## src/rtl/iol_pkg.sv

```systemverilog
package iol_pkg;

  typedef enum logic [2:0] {
    CMD_GET       = 3'd0,
    CMD_INS_FRONT = 3'd1,
    CMD_INS_BACK  = 3'd2,
    CMD_INS_AT    = 3'd3,
    CMD_REM_AT    = 3'd4,
    CMD_REM_FRONT = 3'd5,
    CMD_REM_BACK  = 3'd6,
    CMD_CLEAR     = 3'd7
  } cmd_e;

  typedef enum logic [1:0] {
    ERR_OK    = 2'd0,
    ERR_RANGE = 2'd1,
    ERR_FULL  = 2'd2,
    ERR_EMPTY = 2'd3
  } err_e;

  typedef enum logic [1:0] {
    OP_HOLD   = 2'd0,
    OP_INSERT = 2'd1,
    OP_REMOVE = 2'd2,
    OP_CLEAR  = 2'd3
  } op_kind_e;

  // Decoded action handed from the command decoder to the cell array
  typedef struct packed {
    op_kind_e kind;
    logic     rd_en;
    err_e     err;
  } op_t;

  localparam int unsigned CmdW    = 3;
  localparam int unsigned PosW    = 5;
  localparam int unsigned DataW   = 32;
  localparam int unsigned LenW    = 5;
  localparam int unsigned InBytesW  = 40;
  localparam int unsigned OutBytesW = 40;

endpackage

```

## src/rtl/iol_dec.sv

```systemverilog
module iol_dec import iol_pkg::*; #(
  parameter int unsigned DEPTH = 16
) (
  input  cmd_e                            cmd_i,
  input  logic [PosW-1:0]                 pos_i,
  input  logic [$clog2(DEPTH+1)-1:0]      count_i,
  output op_t                             op_o,
  output logic [$clog2(DEPTH)-1:0]        idx_o
);

  localparam int unsigned CntW = $clog2(DEPTH + 1);
  localparam int unsigned IdxW = $clog2(DEPTH);
  localparam int unsigned CmpW = (CntW > PosW) ? CntW : PosW;

  logic [CmpW-1:0] pos_w;
  logic [CmpW-1:0] cnt_w;
  logic            full;
  logic            empty;
  logic [IdxW-1:0] pos_idx;
  logic [IdxW-1:0] cnt_idx;
  logic [IdxW-1:0] last_idx;

  assign pos_w    = CmpW'(pos_i);
  assign cnt_w    = CmpW'(count_i);
  assign full     = (count_i == CntW'(DEPTH));
  assign empty    = (count_i == '0);
  assign pos_idx  = pos_w[IdxW-1:0];
  assign cnt_idx  = cnt_w[IdxW-1:0];
  assign last_idx = cnt_idx - IdxW'(1);

  always_comb begin
    op_o.kind  = OP_HOLD;
    op_o.rd_en = 1'b0;
    op_o.err   = ERR_OK;
    idx_o      = '0;
    unique case (cmd_i)
      CMD_GET: begin
        idx_o = pos_idx;
        if (pos_w < cnt_w) op_o.rd_en = 1'b1;
        else op_o.err = ERR_RANGE;
      end
      CMD_INS_FRONT: begin
        if (full) op_o.err = ERR_FULL;
        else op_o.kind = OP_INSERT;
      end
      CMD_INS_BACK: begin
        idx_o = cnt_idx;
        if (full) op_o.err = ERR_FULL;
        else op_o.kind = OP_INSERT;
      end
      CMD_INS_AT: begin
        idx_o = pos_idx;
        // range check wins over the full check
        if (pos_w > cnt_w) op_o.err = ERR_RANGE;
        else if (full) op_o.err = ERR_FULL;
        else op_o.kind = OP_INSERT;
      end
      CMD_REM_AT: begin
        idx_o = pos_idx;
        if (empty) op_o.err = ERR_EMPTY;
        else if (pos_w >= cnt_w) op_o.err = ERR_RANGE;
        else op_o.kind = OP_REMOVE;
      end
      CMD_REM_FRONT: begin
        if (empty) op_o.err = ERR_EMPTY;
        else op_o.kind = OP_REMOVE;
      end
      CMD_REM_BACK: begin
        idx_o = last_idx;
        if (empty) op_o.err = ERR_EMPTY;
        else op_o.kind = OP_REMOVE;
      end
      CMD_CLEAR: op_o.kind = OP_CLEAR;
      default: op_o.kind = OP_HOLD;
    endcase
  end

endmodule

```

## src/rtl/iol_cells.sv

```systemverilog
module iol_cells import iol_pkg::*; #(
  parameter int unsigned DEPTH       = 16,
  parameter int unsigned VALUE_WIDTH = 32
) (
  input  logic                        clk_i,
  input  logic                        rst_ni,
  input  logic                        en_i,
  input  op_t                         op_i,
  input  logic [$clog2(DEPTH)-1:0]    idx_i,
  input  logic [VALUE_WIDTH-1:0]      val_i,
  output logic [$clog2(DEPTH+1)-1:0]  count_o,
  output logic [VALUE_WIDTH-1:0]      rd_o
);

  localparam int unsigned CntW  = $clog2(DEPTH + 1);
  localparam int unsigned IdxW  = $clog2(DEPTH);
  // a position field can only reach the first 32 cells
  localparam int unsigned ReadN = (DEPTH < 32) ? DEPTH : 32;
  localparam int unsigned RdW   = $clog2(ReadN);

  logic [VALUE_WIDTH-1:0] cell_q [DEPTH];
  logic [VALUE_WIDTH-1:0] cell_d [DEPTH];
  logic [CntW-1:0]        count_q;
  logic [CntW-1:0]        count_d;

  // Each cell loads from its lower or upper neighbor, takes the new value, or holds
  always_comb begin
    for (int i = 0; i < DEPTH; i++) begin
      cell_d[i] = cell_q[i];
      unique case (op_i.kind)
        OP_INSERT: begin
          if (IdxW'(i) == idx_i) cell_d[i] = val_i;
          else if ((i > 0) && (IdxW'(i) > idx_i)) cell_d[i] = cell_q[(i > 0) ? i - 1 : 0];
        end
        OP_REMOVE: begin
          if ((i < DEPTH - 1) && (IdxW'(i) >= idx_i)) begin
            cell_d[i] = cell_q[(i < DEPTH - 1) ? i + 1 : i];
          end
        end
        default: cell_d[i] = cell_q[i];
      endcase
    end
  end

  always_comb begin
    unique case (op_i.kind)
      OP_INSERT: count_d = count_q + CntW'(1);
      OP_REMOVE: count_d = count_q - CntW'(1);
      OP_CLEAR:  count_d = '0;
      default:   count_d = count_q;
    endcase
  end

  always_ff @(posedge clk_i or negedge rst_ni) begin
    if (!rst_ni) begin
      count_q <= '0;
    end else if (en_i) begin
      count_q <= count_d;
    end
  end

  // cells at or beyond the count are never read, so they need no reset
  always_ff @(posedge clk_i) begin
    if (en_i) begin
      for (int i = 0; i < DEPTH; i++) cell_q[i] <= cell_d[i];
    end
  end

  assign count_o = count_q;
  assign rd_o    = op_i.rd_en ? cell_q[idx_i[RdW-1:0]] : '0;

endmodule

```

## src/rtl/indexed_ordered_list.sv

```systemverilog
// Channel   Dir  Bits  Contents (lowest bit up)
// s_axis    in   40    command[2:0] position[7:3] item_value[39:8]
// m_axis    out  40    read_value[31:0] list_length[36:32] list_empty[37] error_code[39:38]
//
// One command per cycle unless the result side stalls; a command passes through the
// input register and then the result register. The list update happens as it moves
// from the one into the other, so the command after it sees the new list.
// Reset clears the entry count; the cells themselves are not cleared.
// A stalled result holds the result register; once the input register also holds
// a command, s_axis_tready drops until the result is taken.
module indexed_ordered_list import iol_pkg::*; #(
  parameter int unsigned DEPTH       = 16,
  parameter int unsigned VALUE_WIDTH = 32
) (
  input  logic                 clk_i,
  input  logic                 rst_ni,
  input  logic                 s_axis_tvalid_i,
  output logic                 s_axis_tready_o,
  input  logic [InBytesW-1:0]  s_axis_tdata_i,  // command, position, item_value
  output logic                 m_axis_tvalid_o,
  input  logic                 m_axis_tready_i,
  output logic [OutBytesW-1:0] m_axis_tdata_o   // read_value, list_length, list_empty,
                                                // error_code
);

  localparam int unsigned CntW = $clog2(DEPTH + 1);
  localparam int unsigned IdxW = $clog2(DEPTH);

  logic                   in_vld_q;
  cmd_e                   cmd_q;
  logic [PosW-1:0]        pos_q;
  logic [DataW-1:0]       val_q;

  logic                   out_vld_q;
  logic [DataW-1:0]       rd_q;
  logic [LenW-1:0]        len_q;
  logic                   empty_q;
  err_e                   err_q;

  logic                   adv;
  logic                   upd;
  op_t                    op;
  logic [IdxW-1:0]        idx;
  logic [CntW-1:0]        count;
  logic [CntW-1:0]        count_next;
  logic [VALUE_WIDTH-1:0] cell_rd;
  logic [63:0]            rd_wide;
  op_t                    op_gated;

  assign adv             = !out_vld_q || m_axis_tready_i;
  assign upd             = adv && in_vld_q;
  assign s_axis_tready_o = !in_vld_q || adv;

  iol_dec #(.DEPTH(DEPTH)) u_dec (
    .cmd_i   (cmd_q),
    .pos_i   (pos_q),
    .count_i (count),
    .op_o    (op),
    .idx_o   (idx)
  );

  // no shift or clear unless the command really moves on; the read port is not gated
  always_comb begin
    op_gated = op;
    if (!upd) begin
      op_gated.kind  = OP_HOLD;
    end
  end

  iol_cells #(.DEPTH(DEPTH), .VALUE_WIDTH(VALUE_WIDTH)) u_cells (
    .clk_i   (clk_i),
    .rst_ni  (rst_ni),
    .en_i    (upd),
    .op_i    (op_gated),
    .idx_i   (idx),
    .val_i   (VALUE_WIDTH'(val_q)),
    .count_o (count),
    .rd_o    (cell_rd)
  );

  assign rd_wide = 64'(cell_rd);

  always_comb begin
    unique case (op.kind)
      OP_INSERT: count_next = count + CntW'(1);
      OP_REMOVE: count_next = count - CntW'(1);
      OP_CLEAR:  count_next = '0;
      default:   count_next = count;
    endcase
  end

  always_ff @(posedge clk_i or negedge rst_ni) begin
    if (!rst_ni) begin
      in_vld_q  <= 1'b0;
      out_vld_q <= 1'b0;
    end else begin
      if (s_axis_tready_o) in_vld_q <= s_axis_tvalid_i;
      if (adv) out_vld_q <= in_vld_q;
    end
  end

  always_ff @(posedge clk_i) begin
    if (s_axis_tready_o && s_axis_tvalid_i) begin
      cmd_q <= cmd_e'(s_axis_tdata_i[CmdW-1:0]);
      pos_q <= s_axis_tdata_i[CmdW +: PosW];
      val_q <= s_axis_tdata_i[CmdW + PosW +: DataW];
    end
    if (upd) begin
      rd_q    <= rd_wide[DataW-1:0];
      len_q   <= LenW'(count_next);
      empty_q <= (count_next == '0);
      err_q   <= op.err;
    end
  end

  assign m_axis_tvalid_o = out_vld_q;
  assign m_axis_tdata_o  = {err_q, empty_q, len_q, rd_q};

endmodule

```

## config.mk

```make
export PLATFORM = sky130hd
export DESIGN_NAME = indexed_ordered_list
export DESIGN_NICKNAME = d
export VERILOG_FILES = /design/src/rtl/iol_pkg.sv /design/src/rtl/iol_dec.sv /design/src/rtl/iol_cells.sv /design/src/rtl/indexed_ordered_list.sv
export SDC_FILE = /design/constraint.sdc
export NUM_CORES = 1
export LEC_CHECK = 0
export ABC_AREA = 1
export BUFFER_PORTS_ARGS = -buffer_cell sky130_fd_sc_hd__buf_2
export CAP_MARGIN = 40
export CORE_MARGIN = 10
export CORE_UTILIZATION = 35
export CTS_BUF_LIST = sky130_fd_sc_hd__clkbuf_8
export DETAILED_ROUTE_END_ITERATION = 6
export HOLD_SLACK_MARGIN = 0.08
export SLEW_MARGIN = 40
export SYNTH_ARGS = -nofsm -noshare
export SYNTH_HDL_FRONTEND = slang
export SYNTH_HIERARCHICAL = 1
export SYNTH_SLANG_ARGS = --single-unit
```

## constraint.sdc

```tcl
create_clock -name clk_i -period 19.6 [get_ports clk_i]
set_clock_uncertainty 0.05 [all_clocks]
set_input_delay 0.98 -clock clk_i [delete_from_list [all_inputs] [get_ports clk_i]]
set_output_delay 0.98 -clock clk_i [all_outputs]
set_load 0.05 [all_outputs]
```

==> flow_metrics.tcl, run 1 <==
set metrics [dict create \
    root_buffer "clkbuf_8" \
    worstPathCellList "inv_2 > ha_1 > nand2_1 > nor2_4 > nand2_1 > nand3_2 > nand2_1 > nand3b_1 > nand2_1 > inv_1 > nor2_1 > inv_1 > ha_4 > inv_8 > buf_12 > buf_16 > buf_6 > o21ai_0 > a21oi_1 > a21oi_1" \
    hold_class "primary input to flop" \
    drc_errors 6 \
    die_x_microns 334.6 \
    synth_edf_count 592 \
    drt_iter0_drc 3631 \
    grt_pass1_wl_mm 181.8 \
    maxCapViolCount 0 \
    globalplace.congestion 0.8440 \
    synth-seq-cells 599 \
    antenna_found_initial 1 \
    tightest_slew_ps 959.7 \
    cts_setup_buffers 0 \
    yosysSeqAreaShare_pct 51.83 \
    final_cells 5615 \
    fin_crit_sh_pct 27.85 \
    yosys_warnings 6 \
    yosys-top-cells-area "edfxtp_1, nand2_1, a21oi_1" \
    clk_path_buf_depth 3 \
    nets 4310 \
    dr.pass1.iters 7 \
    p_leak_nw 15.66 \
    powerDensity_nw_per_um2 116.9 \
    drv_slew 0 \
    max_freq_ghz 0.1832 \
    synth.cell_area_sq_um 34640 \
    viasPerCell 5.480 \
    dp_slack_ps 14090 \
    htreeDepth 3 \
    placementRows 115 \
    num_io_pins 86 \
    finalSetupTns_ps 0 \
    nFillCells 10088 \
    clk-insertion-delay-late_ps 770 \
    syn-mean-instance-area_sq_um 8.012 \
    drive_gt1_share_pct 8.160 \
    path_common_cell "nand2_1" \
    irDropWorstVdd_v 0.00007407 \
    synth_cell_types 39 \
    period_minus_slack_ps 5458 \
    antenna_left 0 \
    ctsResizeCount 0 \
    wirelength_mm 120.8 \
    start_kind "flop" \
    failed_checks "design-rule violations" \
    cpPeakStageDelay_ps 620 \
    core_sq_um 98280 \
    crit_arrival_ps 5880 \
    synth_top_area_share_pct 51.32 \
    yosys.area.top_type "edfxtp_1" \
    cts.sinks 599 \
    fin_total_pwr_w 0.004447 \
    slowest_stage "buf_6" \
    crit_required_ps 20020 \
    cts_tree "yes" \
    postSynth.asyncResetShare_pct 1.169 \
    status "complete, but fails checks" \
    grt_max_degree 147 \
    synth_fp_nets 4385 \
    overflow 0 \
    placedCellCount 5425 \
    area_delta_synth_final_pct 9.811 \
    path_clk_slew_ps 60 \
    portBuffers 85 \
    slew-limit-headroom_pct 36.02 \
    synthFlopType "edfxtp_1" \
    die_h_microns 334.6 \
    dieArea_sq_um 111900 \
    worst_slack_ps 14140 \
    dpl.hpwl_mm 68.92 \
    cp-end-kind "flop" \
    wire_per_inst_microns 21.50 \
    grt_pass1_vias 29173 \
    synth_cells 4323 \
    start_util_pct 35.24 \
    hold_ws_ps 339.5 \
    cts_made_buffers 107 \
    vias 30770 \
    setup_viol 0 \
    rsz0062_at_grt "no" \
    grt_usage_pct 20.86 \
    worstSetupPathType "flop to flop" \
    hold_viol_final 0 \
    critical_path_peak_fanout 127 \
]
final timing paths:
kind,startpoint,to,slack (ps),depth (start not counted)
min reg2reg,m_axis_tvalid_o$_DFFE_PN0P_,m_axis_tvalid_o$_DFFE_PN0P_,480,2
max in group asynchronous,rst_ni,u_cells/count_o[3]$_DFFE_PN0P_,18790,2
max reg2reg,u_cells/count_o[2]$_DFFE_PN0P_,u_cells/cell_q[10][30]$_DFFE_PP_,14140,20
min in group asynchronous,rst_ni,in_vld_q$_DFFE_PN0N_,540,2
max,u_cells/count_o[2]$_DFFE_PN0P_,u_cells/cell_q[10][30]$_DFFE_PP_,14140,20
min,s_axis_tdata_i[24],val_q[16]$_DFFE_PP_,340,1
report_power, final:
part	total (W)	switching, W	internal (W)
Clock	0.00109	0.000555	0.000534
Combinational	0.00155	0.00113	0.000417
Sequential	0.00181	0.000105	0.00170
Total	0.00445	0.00179	0.00265
registers in the layout, indices dropped and copies added (netlist names):
register	cells
u_cells/cell_q	512
err_q	2
rd_q	32
len_q	5
in_vld_q	1
u_cells/count_o	5
pos_q	5
cmd_q	3
m_axis_tvalid_o	1
empty_q	1
val_q	32
cells in the mapped netlist, types with 2 or more instances:
cell         n
nand2_2      7
o21ai_1    157
inv_1      486
dfrtp_1      7
nand3_1    183
nor2_1     209
o21a_1       2
a21oi_1    555
nor2_2      10
o221ai_2     2
buf_2       66
ha_1        18
o21ai_0    417
edfxtp_1   592
buf_1       40
clkbuf_1   218
nand3_2      7
buf_4        6
nand3b_1     3
nand2_1   1151
nor3_1       4
o211ai_1   121
inv_2       12
a31oi_1     27
nor2_4       7
xnor2_1      3
metrics by stage:
stage                     utilization, %  instance area, sq um
after global placement             36.66                 36030
after floorplan                        -                 34640
after global routing               38.70                 38040
after CTS                          38.70                 38030
after detailed placement           36.78                 36140
final                              38.70                 38040
logic make-up (layout without fill, tap and decap cells):
| kind of cell | after synthesis | after routing | share of synthesized area [%] |
|---|---|---|---|
| buffers and inverters | 830 | 833 | 9.327 |
| and+or+nand+nor | 1585 | 1585 | 18.39 |
| other | 0 | 2 | 0 |
| DFF | 599 | 599 | 51.83 |
| AOI/OAI and AO/OA | 1287 | 1287 | 19.71 |
| adders and majority gates | 18 | 18 | 0.6502 |
| xor gates and xnor gates | 4 | 4 | 0.1012 |
layout make-up:
cell class                      count  area [sq um]  share of cell area (%)
Sequential cell                   599         17950                   47.20
Multi-Input combinational cell   2894         13680                   35.96
Inverter                          499          1893                   4.977
Tap cell                         1287          1610                   4.234
Clock buffer                      108          1486                   3.908
Timing Repair Buffer              147          1026                   2.697
Clock inverter                     79         386.6                   1.016
Antenna cell                        2         5.005                 0.01316
timing repair:
action | in CTS | in global routing
endpoints found under the setup margin | 0 | 0
hold endpoints to repair | 7 | 0
hold buffers | 1 | 0
placed cells by master (no fill, tap or decap), types with 11 or more instances in the layout:
master    count
buf_4        48
edfxtp_1    592
nand2_2      17
inv_1       523
nand3_1     183
clkinv_1     23
a21oi_1     547
buf_2        85
a31oi_1      26
ha_1         16
clkbuf_8    108
o21ai_1     157
o21ai_0     415
o211ai_1    121
nand2_1    1141
inv_2        11
nor2_4       12
nor2_1      206
worst max-delay path, delay by kind of cell, from the launching register on:
family	cells	cell delay, ps
AND/OR/NAND/NOR	8	830
flip-flops	1	590
AO/OA/AOI/OAI	3	400
buffers and inverters	7	2350
adder cells (fa/ha/maj)	2	730
metal layers:
layer	GRT usage, %	part of all wire, %
met5	0	0
met4	6.934	3.1
met3	3.299	9.3
met2	33.55	46
met1	28.42	42
Power figures use the tool's default switching activity.
==> inputs of run 2 (changes only) <==
==> constraint.sdc (replaced) <==
create_clock -name clk_i -period 4.4 [get_ports clk_i]
set_clock_uncertainty 0.05 [all_clocks]
set_input_delay 0.22 -clock clk_i [delete_from_list [all_inputs] [get_ports clk_i]]
set_output_delay 0.22 -clock clk_i [all_outputs]
set_load 0.05 [all_outputs]
==> run 2 against run 1 <==
  * The run now ends clean
  * First-iteration DRC count is 1.8% lower
  * Routed wire length up 1.2%
  * Combinational power increased to 4.7 times the previous value
  * Critical path depth is 3 lower
  * Sequential share of layout area fell by 1.8 points
  * Worst setup slack worse by 14000 ps
  * Sequential power increased to 4.4 times the previous value
  * Die area unchanged
  * Flip-flop and latch count stayed put
  * Final cell count rose by 2.3%
  * Critical path type unchanged
  * Critical endpoint is now u_cells/cell_q[11][28]$_DFFE_PP_
  * Highest routed layer is now met5
==> flow_metrics.tcl, run 2 (synthesis gave the netlist of run 1 again) <==
set metrics [dict create \
    status "complete, no violations" \
    largest_reg_flops 512 \
    critical_path_peak_fanout 32 \
    num_io_pins 86 \
    grt_pass1_wl_mm 183.5 \
    period_minus_slack_ps 4105 \
    ctsResizeCount 0 \
    path_delay_family "buffers and inverters" \
    hold_class "primary input to flop" \
    irDropWorstVdd_v 0.0005392 \
    drive_gt1_share_pct 9.354 \
    grt_pass1_vias 29432 \
    powerDensity_nw_per_um2 510.9 \
    clk_path_buf_depth 3 \
    cts.sinks 599 \
    wirelength_mm 122.2 \
    setup_viol 0 \
    layout_commonest_cell "nand2_1" \
    antenna_found_initial 3 \
    reg_top3 "u_cells/cell_q x512, rd_q x32, val_q x32" \
    r2r_end "u_cells/cell_q[11][28]$_DFFE_PP_" \
    top_register "u_cells/cell_q" \
    placedCellCount 5488 \
    grt_max_degree 169 \
    antenna_left 0 \
    dr.pass1.iters 6 \
    die_h_microns 334.6 \
    crit_required_ps 4730 \
    mostFrequentLayoutCells "nand2_1, edfxtp_1, a21oi_1" \
    drv_slew 0 \
    root_buffer "clkbuf_8" \
    cp-end-kind "flop" \
    crit_buf_inv 5 \
    finalSetupTns_ps 0 \
    n_antenna_cell 0 \
    grt_usage_pct 21.09 \
    htreeDepth 3 \
    globalplace.congestion 0.8567 \
    vias 31281 \
    cts_made_buffers 106 \
    wire_per_inst_microns 21.27 \
    core_sq_um 98280 \
    placementRows 115 \
    final_cells 5745 \
    rsz0062_at_grt "no" \
    max_freq_ghz 0.2436 \
    worstPathCellList "inv_1 > ha_1 > nand2_1 > nor2_4 > nand2_1 > nand3_2 > nand2_1 > nand3b_1 > nand2_1 > inv_1 > nor2_1 > inv_1 > ha_4 > nor2_1 > inv_1 > a21oi_4 > buf_4" \
    nets 4440 \
    path_depth 17 \
    crit_arrival_ps 4430 \
    reg2reg_depth 17 \
    viasPerCell 5.445 \
    area_delta_synth_final_pct 14.22 \
    tightest_slew_ps 876.8 \
    p_leak_nw 16.36 \
    start_kind "flop" \
    dieArea_sq_um 111900 \
    path_clk_slew_ps 60 \
    worstSetupPathType "flop to flop" \
    die_x_microns 334.6 \
    slew-limit-headroom_pct 41.55 \
    cts_tree "yes" \
    dpl.hpwl_mm 74.22 \
    rr_startpoint "u_cells/count_o[1]$_DFFE_PN0P_" \
    drc_errors 0 \
    slowest_stage "buf_4" \
    hold_viol_final 0 \
    overflow 0 \
    start_util_pct 35.24 \
    drt_iter0_drc 3564 \
    r2r_setup_slack_ps 300 \
    portBuffers 85 \
    endpoint "u_cells/cell_q[11][28]$_DFFE_PP_" \
    cpPeakStageDelay_ps 630 \
    cp-startpoint "u_cells/count_o[1]$_DFFE_PN0P_" \
    fin_crit_sh_pct 93.29 \
    clk-insertion-delay-late_ps 780 \
    maxCapViolCount 0 \
]
-- run 2: per-layer routing --
metal	wire length [microns]	part of all wire [%]	GRT usage (%)
met5	13	0.011	0
met4	4494	3.7	8.003
met3	11940	9.8	3.731
met2	54810	45	33.11
met1	50970	42	28.77
-- run 2: per-stage QoR --
step                      cell area [sq um]  utilization [%]  setup slack [ps]  total power, W  hold slack, ps
after global placement                36960            37.61             400.9         0.01513           24.70
after global routing                  39560            40.26             21.19         0.02130           124.9
after floorplan                       34700                -            -205.6         0.01262          -125.6
after detailed placement              36960            37.61             377.2         0.01522           25.52
final                                 39560            40.26             295.1         0.02021           128.0
after CTS                             39520            40.21             364.9         0.02017           81.84
-- run 2: timing repair --
action	4_1_cts	5_1_grt
endpoints found under the hold margin	49	0
setup buffers	0	0
hold buffers	67	0
-- run 2: cell type report --
type | instances | area, sq um
Fill cell | 10009 | 58710
Tap cell | 1287 | 1610
Clock buffer | 107 | 1473
Multi-Input combinational cell | 2894 | 13680
Sequential cell | 599 | 17950
Timing Repair Buffer | 278 | 2541
Clock inverter | 81 | 414.1
Inverter | 499 | 1891
-- run 2: power breakdown --
part	leakage [nW]	switching (W)	internal, W
Clock	1.09	0.00252	0.00238
Sequential	5.54	0.000438	0.00758
Combinational	9.73	0.00516	0.00213
Total	16.4	0.00812	0.0121
-- run 2: how the worst min path moves through the flow --
stage,startpoint,to,slack (ps),cells past startpoint
2_1_floorplan,rst_ni,in_vld_q$_DFFE_PN0N_,-130,0
3_3_place_gp,rst_ni,in_vld_q$_DFFE_PN0N_,20,1
3_5_place_dp,rst_ni,in_vld_q$_DFFE_PN0N_,30,1
4_1_cts,s_axis_tdata_i[11],val_q[3]$_DFFE_PP_,80,2
5_1_grt,s_axis_tdata_i[1],cmd_q[1]$_DFFE_PP_,120,2
6_report,s_axis_tdata_i[36],val_q[28]$_DFFE_PP_,130,2
